===== config.mk =====
export PLATFORM = sky130hd
export DESIGN_NAME = mpcs_cell
export DESIGN_NICKNAME = d
export VERILOG_FILES = /design/src/sv/mpcs_pkg.sv /design/src/sv/mpcs_cell.sv
export SDC_FILE = /design/constraint.sdc
export NUM_CORES = 1
export LEC_CHECK = 0
export BUFFER_PORTS_ARGS = -buffer_cell sky130_fd_sc_hd__buf_2
export CELL_PAD_IN_SITES_DETAIL_PLACEMENT = 1
export CELL_PAD_IN_SITES_GLOBAL_PLACEMENT = 1
export CORE_AREA = 2 2 144 146
export DETAILED_ROUTE_END_ITERATION = 10
export DIE_AREA = 0 0 146 148
export GPL_TIMING_DRIVEN = 0
export HOLD_SLACK_MARGIN = 0.08
export PLACE_DENSITY = 0.82
export SYNTH_ARGS = -nofsm -noshare
export SYNTH_HDL_FRONTEND = slang
export SYNTH_SLANG_ARGS = --single-unit

===== constraint.sdc =====
create_clock -name clk -period 7.35 [get_ports clk]
set_input_delay 1.47 -clock clk [delete_from_list [all_inputs] [get_ports clk]]
set_output_delay 1.47 -clock clk [all_outputs]
set_load 0.01 [all_outputs]

===== src/sv/mpcs_pkg.sv =====
// package for the multilevel priority scheduler
// shared constants and types; no dependencies
package mpcs_pkg;
  localparam int TableEntries = 32;
  localparam int IdxW = $clog2(TableEntries);
  localparam logic [15:0] QuantumReset = 16'd20;
  localparam logic signed [7:0] AgeStep = 8'sd10;
  localparam logic signed [7:0] AgeLimit = 8'sd30;
  localparam logic signed [7:0] AgeCap = 8'sd31;

  // one table entry as it travels along the chain
  typedef struct packed {
    logic        valid;
    logic [15:0] pid;
    logic signed [7:0] prio;
    logic [15:0] total;
    logic [15:0] remaining;
    logic [31:0] arrival;
    logic [31:0] order;
  } entry_t;

  // best candidate travelling with the scan
  typedef struct packed {
    logic            found;
    logic [IdxW-1:0] idx;
    logic            rt;
    logic signed [7:0] prio;
    logic [31:0]     age;
  } cand_t;

  // control from the sequencer to the cells
  typedef struct packed {
    logic            shift;
    logic            load;
    logic            kill;
    logic            update;
    entry_t          data;
  } cell_ctl_t;

  function automatic logic [2:0] queue_of(input logic signed [7:0] p);
    if (p < 0) return 3'd0;
    else if (p >= 1 && p <= 10) return 3'd1;
    else if (p <= 20) return 3'd2;
    else if (p <= AgeLimit) return 3'd3;
    else return 3'd4;
  endfunction
endpackage


===== src/sv/mpcs_cell.sv =====
// one table slot of the scheduler chain
// depends on mpcs_pkg
module mpcs_cell import mpcs_pkg::*; (
  input  logic      clk,
  input  logic      rst,
  input  cell_ctl_t ctl,
  input  logic      sel,
  input  entry_t    prev,
  output entry_t    cur
);
  // shift along the ring, or write / clear when selected
  always_ff @(posedge clk) begin
    if (rst) begin
      cur.valid <= 1'b0;
    end else if (ctl.shift) begin
      cur <= prev;
    end else if (sel && ctl.kill) begin
      cur.valid <= 1'b0;
    end else if (sel && (ctl.load || ctl.update)) begin
      cur <= ctl.data;
    end
  end
endmodule


==> results by group, run 1 <==
Floorplanning
  – Die Width: ~150 um
  – Starting Density: 0.270
  – I/O pins: 370
  – Die Area: approximately 22000 um2
  – Row count: 52
  – Die H: around 150 um
  – Core area: between 20000 and 25000 um2

Routing
  – Detailed Route Iter0 Violations: ~110
  – Avg Vias per Cell: around 4.2
  – Routed WL: 16.9 mm
  – Routed len/inst: 18.0 um
  – Routed via count: 3904
  – Drt first pass iters: 4
  – Antenna-violating nets left: 0
  – Residual DRC: 0

Logic synthesis
  – Number of synthesized flops with an enable pin: between 100 and 150
  – Synth area leader: edfxtp_1
  – Cell count after synthesis: 264
  – Flops & latches, synth: ~120
  – Syn_area_per_cell: slightly above 20 um2
  – Async set-reset flop share out of synthesis: 0
  – Synth Cell Area: 5420 um2
  – Synth top area share: 0.665
  – Sequential share of the synthesized area: 0.669
  – Ys flop type: edfxtp_1
  – Commonest cells post-synth: 120 x edfxtp_1, 68 x mux2_4, 52 x mux2_2
  – Post-Syn Nets: a little over 500
  – Synth unique cells: 15
  – Synth area leaders: edfxtp_1 66%, mux2_4 19%, mux2_2 11%, buf_6 1.7%, buf_2 0.46%
  – Most frequent cell after synthesis: edfxtp_1
  – Yosys Warn Count: 0

Cells and area
  – Post-route cell area: between 8000 and 9000 um2
  – Area growth syn-to-layout: 53.0%
  – Biggest register: cur
  – Ratio of cells with drive above 1 in the final layout: 0.807
  – Post-layout util: 0.414
  – Nets: between 900 and 1000
  – Largest regs: cur: 121 flops
  – Max FFs per register: approximately 120

Clock network
  – Sinks on Clock Net: about 120
  – TritonCTS Buffers: 17
  – Post-CTS Setup Bufs: 0
  – Clock latency on the worst-skew pair: approximately 400 ps
  – TritonCTS clock tree: done
  – Post-CTS Resized: 0
  – Hold_buf cts: 0
  – # H-tree levels: 4
  – Clock transition at path regs: 60 ps
  – Root Buffer: clkbuf_16
  – CTS Buffer Depth: 2

Global routing
  – GRT Total Usage: 0.153
  – First-pass GRT wire length: 24.9 mm
  – Largest net degree at the start of global routing: 37
  – Total gr overflow: 0
  – Initial antenna violation count: 1
  – Vias in the first global route: approximately 4300

Placement
  – Cell Area, Placed: ~7700 um2
  – Final HPWL DP: around 14 mm
  – Gpl congestion: 0.735
  – Port Buf Inserts: approximately 370
  – Pre-CTS WS: between 3000 and 4000 ps

Timing
  – Setup Skew: 0 ps
  – Period utilization: 0.440
  – Final hold violations: 0
  – Max Fclk: between 300 and 400 MHz
  – Final setup vio count: 0
  – Setup_tns: 0 ps
  – RSZ-0062 raised after global routing: false
  – Fin. max-slew vios: 0
  – Tmin final: roughly 3200 ps
  – Rel. slew slack: 0.458
  – Slew @ Worst Pin: a little over 800 ps
  – Hold slack: 469 ps
  – Final WS setup: 4120 ps

Critical path
  – Delay-heaviest family, CP: buffers and inverters
  – Slowest Stage Delay on Critical Path: 640 ps
  – CP Class: primary input to flip-flop
  – Kind of end point of the critical path: flip-flop
  – Critical Path Source Type: primary input
  – Crit path max fanout: 36
  – Cells along the critical path: buf_6, buf_8, buf_6, a31oi_1, nor2_4, buf_12, buf_12
  – CP max stage cell: nor2_4
  – CP required: roughly 7400 ps
  – WP buf/inv: 5
  – Crit path DAT: roughly 3300 ps

Run
  – Max cap viols: 0

Pwr
  – Power per cell area: 245 nW/um2
  – Leak Pwr: 3.78 nW
  – Max rail drop VDD: around 130 uV

Min path
  – Worst hold path class: flip-flop to flip-flop

Outcome
  – Status: completed
[stage by stage]
step / instances / power [W]
2_1_floorplan: 264 / 0.00101
3_3_place_gp: 902 / 0.00115
3_5_place_dp: 905 / 0.00116
4_1_cts: 937 / 0.00206
5_1_grt: 938 / 0.00210
6_report: 938 / 0.00203
[report_power, final]
| group | leakage [nW] | switching, W | total [W] | internal, W |
|---|---|---|---|---|
| combinational | 2.34 | 0.000132 | 0.000290 | 0.000159 |
| sequential | 1.14 | 0.0000148 | 0.000849 | 0.000834 |
| clock | 0.295 | 0.000319 | 0.000889 | 0.000570 |
| total | 3.78 | 0.000465 | 0.00203 | 0.00156 |
[logic make-up (layout without fill, tap and decap cells)]
group,count (synthesis),in the layout,share of synthesized area
flip-flops,121,121,0.669
multiplexers,120,120,0.296
buffers and inverters,16,419,0.0254
AO/OA/AOI/OAI,4,4,0.00693
AND/OR/NAND/NOR,3,3,0.00254
other,0,1,0
[layout make-up]
class,instances,area (um2)
Clock buffer,18,429
Timing Repair Buffer,371,1900
Sequential cell,121,3620
Tap cell,270,338
Fill cell,2150,11700
Buffer,14,130
Antenna cell,1,2.50
Inverter,2,7.51
Multi-Input combinational cell,127,1670
Clock inverter,14,195
[path summary, 6_finish.rpt]
kind,depth (start not counted),slack [ps],start,end
worst max-delay path,7,4120,ctl[124],cur[7]
worst max register to register,2,6680,cur[120],cur[120]
worst min-delay path,2,470,cur[120],cur[120]
worst min register to register,2,470,cur[120],cur[120]
[per-layer routing]
metal,GRT usage,vias up,part of all wire
met5,0,-,0
met4,0.0524,0,0.017
met3,0.0463,16,0.074
met2,0.285,210,0.54
met1,0.165,1851,0.37
li1,-,1827,-
[cell usage in the layout (no fill, tap or decap), drive strengths merged]
| cell | synthesis | routed |
|---|---|---|
| nand2 | 1 | 1 |
| clkinv | 0 | 4 |
| bufinv | 0 | 4 |
| inv | 2 | 5 |
| buf | 14 | 385 |
| clkbuf | 0 | 18 |
| a31oi | 1 | 1 |
| o31ai | 1 | 1 |
| diode | 0 | 1 |
| dfxtp | 1 | 1 |
| edfxtp | 120 | 120 |
| mux2 | 120 | 120 |
| a41oi | 1 | 1 |
| or2 | 1 | 1 |
| clkinvlp | 0 | 3 |
| a221oi | 1 | 1 |
| nor2 | 1 | 1 |
[worst reg2reg max path: stages (launching register included)]
cell and delay (ps):
dfxtp_1 330, nand2_1 60, a221oi_2 200
No activity file was read; power rests on OpenSTA's default activity.
==> run 2, diff against run 1 <==
Clock period 7.35 ns to 2.92 ns, I/O delays scaled along.
==> results by group, run 2 (synthesized netlist as in run 1, its figures left out) <==
Clock network
  – TritonCTS clock tree: done
  – Sinks on Clock Net: about 120
  – CTS Buffer Depth: 2
  – Root Buffer: clkbuf_16
  – Post-CTS Setup Bufs: 0
  – Post-CTS Resized: 0
  – TritonCTS Buffers: 17
  – Clock transition at path regs: approximately 60 ps
  – Clock latency on the worst-skew pair: roughly 400 ps
  – # H-tree levels: 4
  – Hold_buf cts: 0

Floorplanning
  – Die Width: 146 um
  – Die H: approximately 150 um
  – I/O pins: 370
  – Core area: 20000 um2
  – Row count: 52
  – Die Area: 21600 um2
  – Starting Density: 0.270

Placement
  – Pre-CTS WS: about 370 ps
  – Gpl congestion: between 0.7 and 0.8
  – Port Buf Inserts: 368
  – Inst Count DP: around 910
  – Final HPWL DP: about 13 mm

Timing
  – Setup_tns: 0 ps
  – Final hold violations: 0
  – Final setup vio count: 0
  – Setup Skew: 0 ps
  – RSZ-0062 raised after global routing: false
  – Rel. slew slack: 0.363
  – Final WS setup: roughly 850 ps
  – Fin. max-slew vios: 0
  – Hold slack: slightly below 400 ps
  – Max Fclk: 483 MHz
  – Period utilization: 0.709
  – Tmin final: 2070 ps
  – Slew @ Worst Pin: about 950 ps

Routing
  – Antenna-violating nets left: 0
  – Detailed Route Iter0 Violations: 90
  – Routed via count: a little under 4000
  – Drt first pass iters: 4
  – Routed WL: about 17 mm
  – Avg Vias per Cell: around 4.2
  – Residual DRC: 0
  – Routed len/inst: 17.9 um

Critical path
  – CP Class: primary input to flip-flop
  – Crit path max fanout: 32
  – Kind of end point of the critical path: flip-flop
  – Critical Path Source Type: primary input
  – CP required: about 3000 ps
  – Crit path DAT: 2170 ps

Global routing
  – First-pass GRT wire length: between 20 and 25 mm
  – Initial antenna violation count: 0
  – GRT Total Usage: 0.152
  – Vias in the first global route: about 4300
  – Largest net degree at the start of global routing: 33
  – Total gr overflow: 0

Min path
  – Worst hold path class: primary input to flip-flop

Cells and area
  – Fill cell count: 2159
  – Biggest register: cur
  – Antenna diodes: 0
  – Max FFs per register: 121
  – Commonest non-fill, non-tap cells in the layout: 373 x buf_2, 120 x edfxtp_1, 68 x mux2_4, 52 x mux2_2, 17 x clkbuf_16
  – Final std cells w/o fill: about 940
  – Post-layout util: 0.414
  – Largest regs: cur: 121 flops
  – Nets: 903
  – Area growth syn-to-layout: 52.9%
  – Commonest non-fill, non-tap cell in the layout: buf_2
  – Ratio of cells with drive above 1 in the final layout: 0.810

Pwr
  – Power per cell area: 603 nW/um2
  – Leak Pwr: between 3 and 4 nW
  – Max rail drop VDD: between 300 and 400 uV

Run
  – Max cap viols: 0

Outcome
  – Status: completed
-- run 2: critical path, stage by stage --
cell and delay (ps):
buf_8 90, buf_8 180, buf_12 170, a31oi_4 50, nor2_4 750, buf_12 290
-- run 2: area by class of cell --
type | count | area [um2] | share of cell area
buffer | 14 | 143 | 0.0172
inverter | 2 | 7.51 | 0.000906
tap | 270 | 338 | 0.0408
timing repair buffer | 371 | 1900 | 0.230
clock buffer | 17 | 425 | 0.0513
multi-input combinational | 127 | 1680 | 0.203
clock inverter | 15 | 168 | 0.0202
sequential | 121 | 3620 | 0.437
-- run 2: report_power, final --
| group | internal, W | switching [W] | leakage (nW) |
|---|---|---|---|
| Sequential | 0.00210 | 0.0000358 | 1.14 |
| Combinational | 0.000402 | 0.000336 | 2.34 |
| Clock | 0.00127 | 0.000847 | 0.280 |
| Total | 0.00378 | 0.00122 | 3.77 |
-- run 2: worst paths after layout --
path                            endpoint  slack, ps  cells past startpoint  startpoint
worst min-delay path            cur[120]        390                      2         rst
worst max-delay path             cur[66]        850                      6    ctl[124]
worst min register to register  cur[120]        480                      2    cur[120]
worst max register to register  cur[120]       2230                      2    cur[120]
-- run 2: per-stage QoR --
| stage | power (W) | cell area, um2 |
|---|---|---|
| finish | 0.00499 | 8290 |
| global route | 0.00519 | 8290 |
| CTS | 0.00507 | 8290 |
| detailed placement | 0.00292 | 7690 |
| global placement | 0.00289 | 7630 |
| floorplan | 0.00253 | 5450 |
-- run 2: routing by layer --
metal	GRT usage	vias up	routed length, um	part of all wire
met5	0	-	0	0
met4	0.0621	0	355	0.021
met3	0.0506	21	1170	0.070
met2	0.278	194	9120	0.54
met1	0.162	1871	6110	0.36
li1	-	1823	-	-
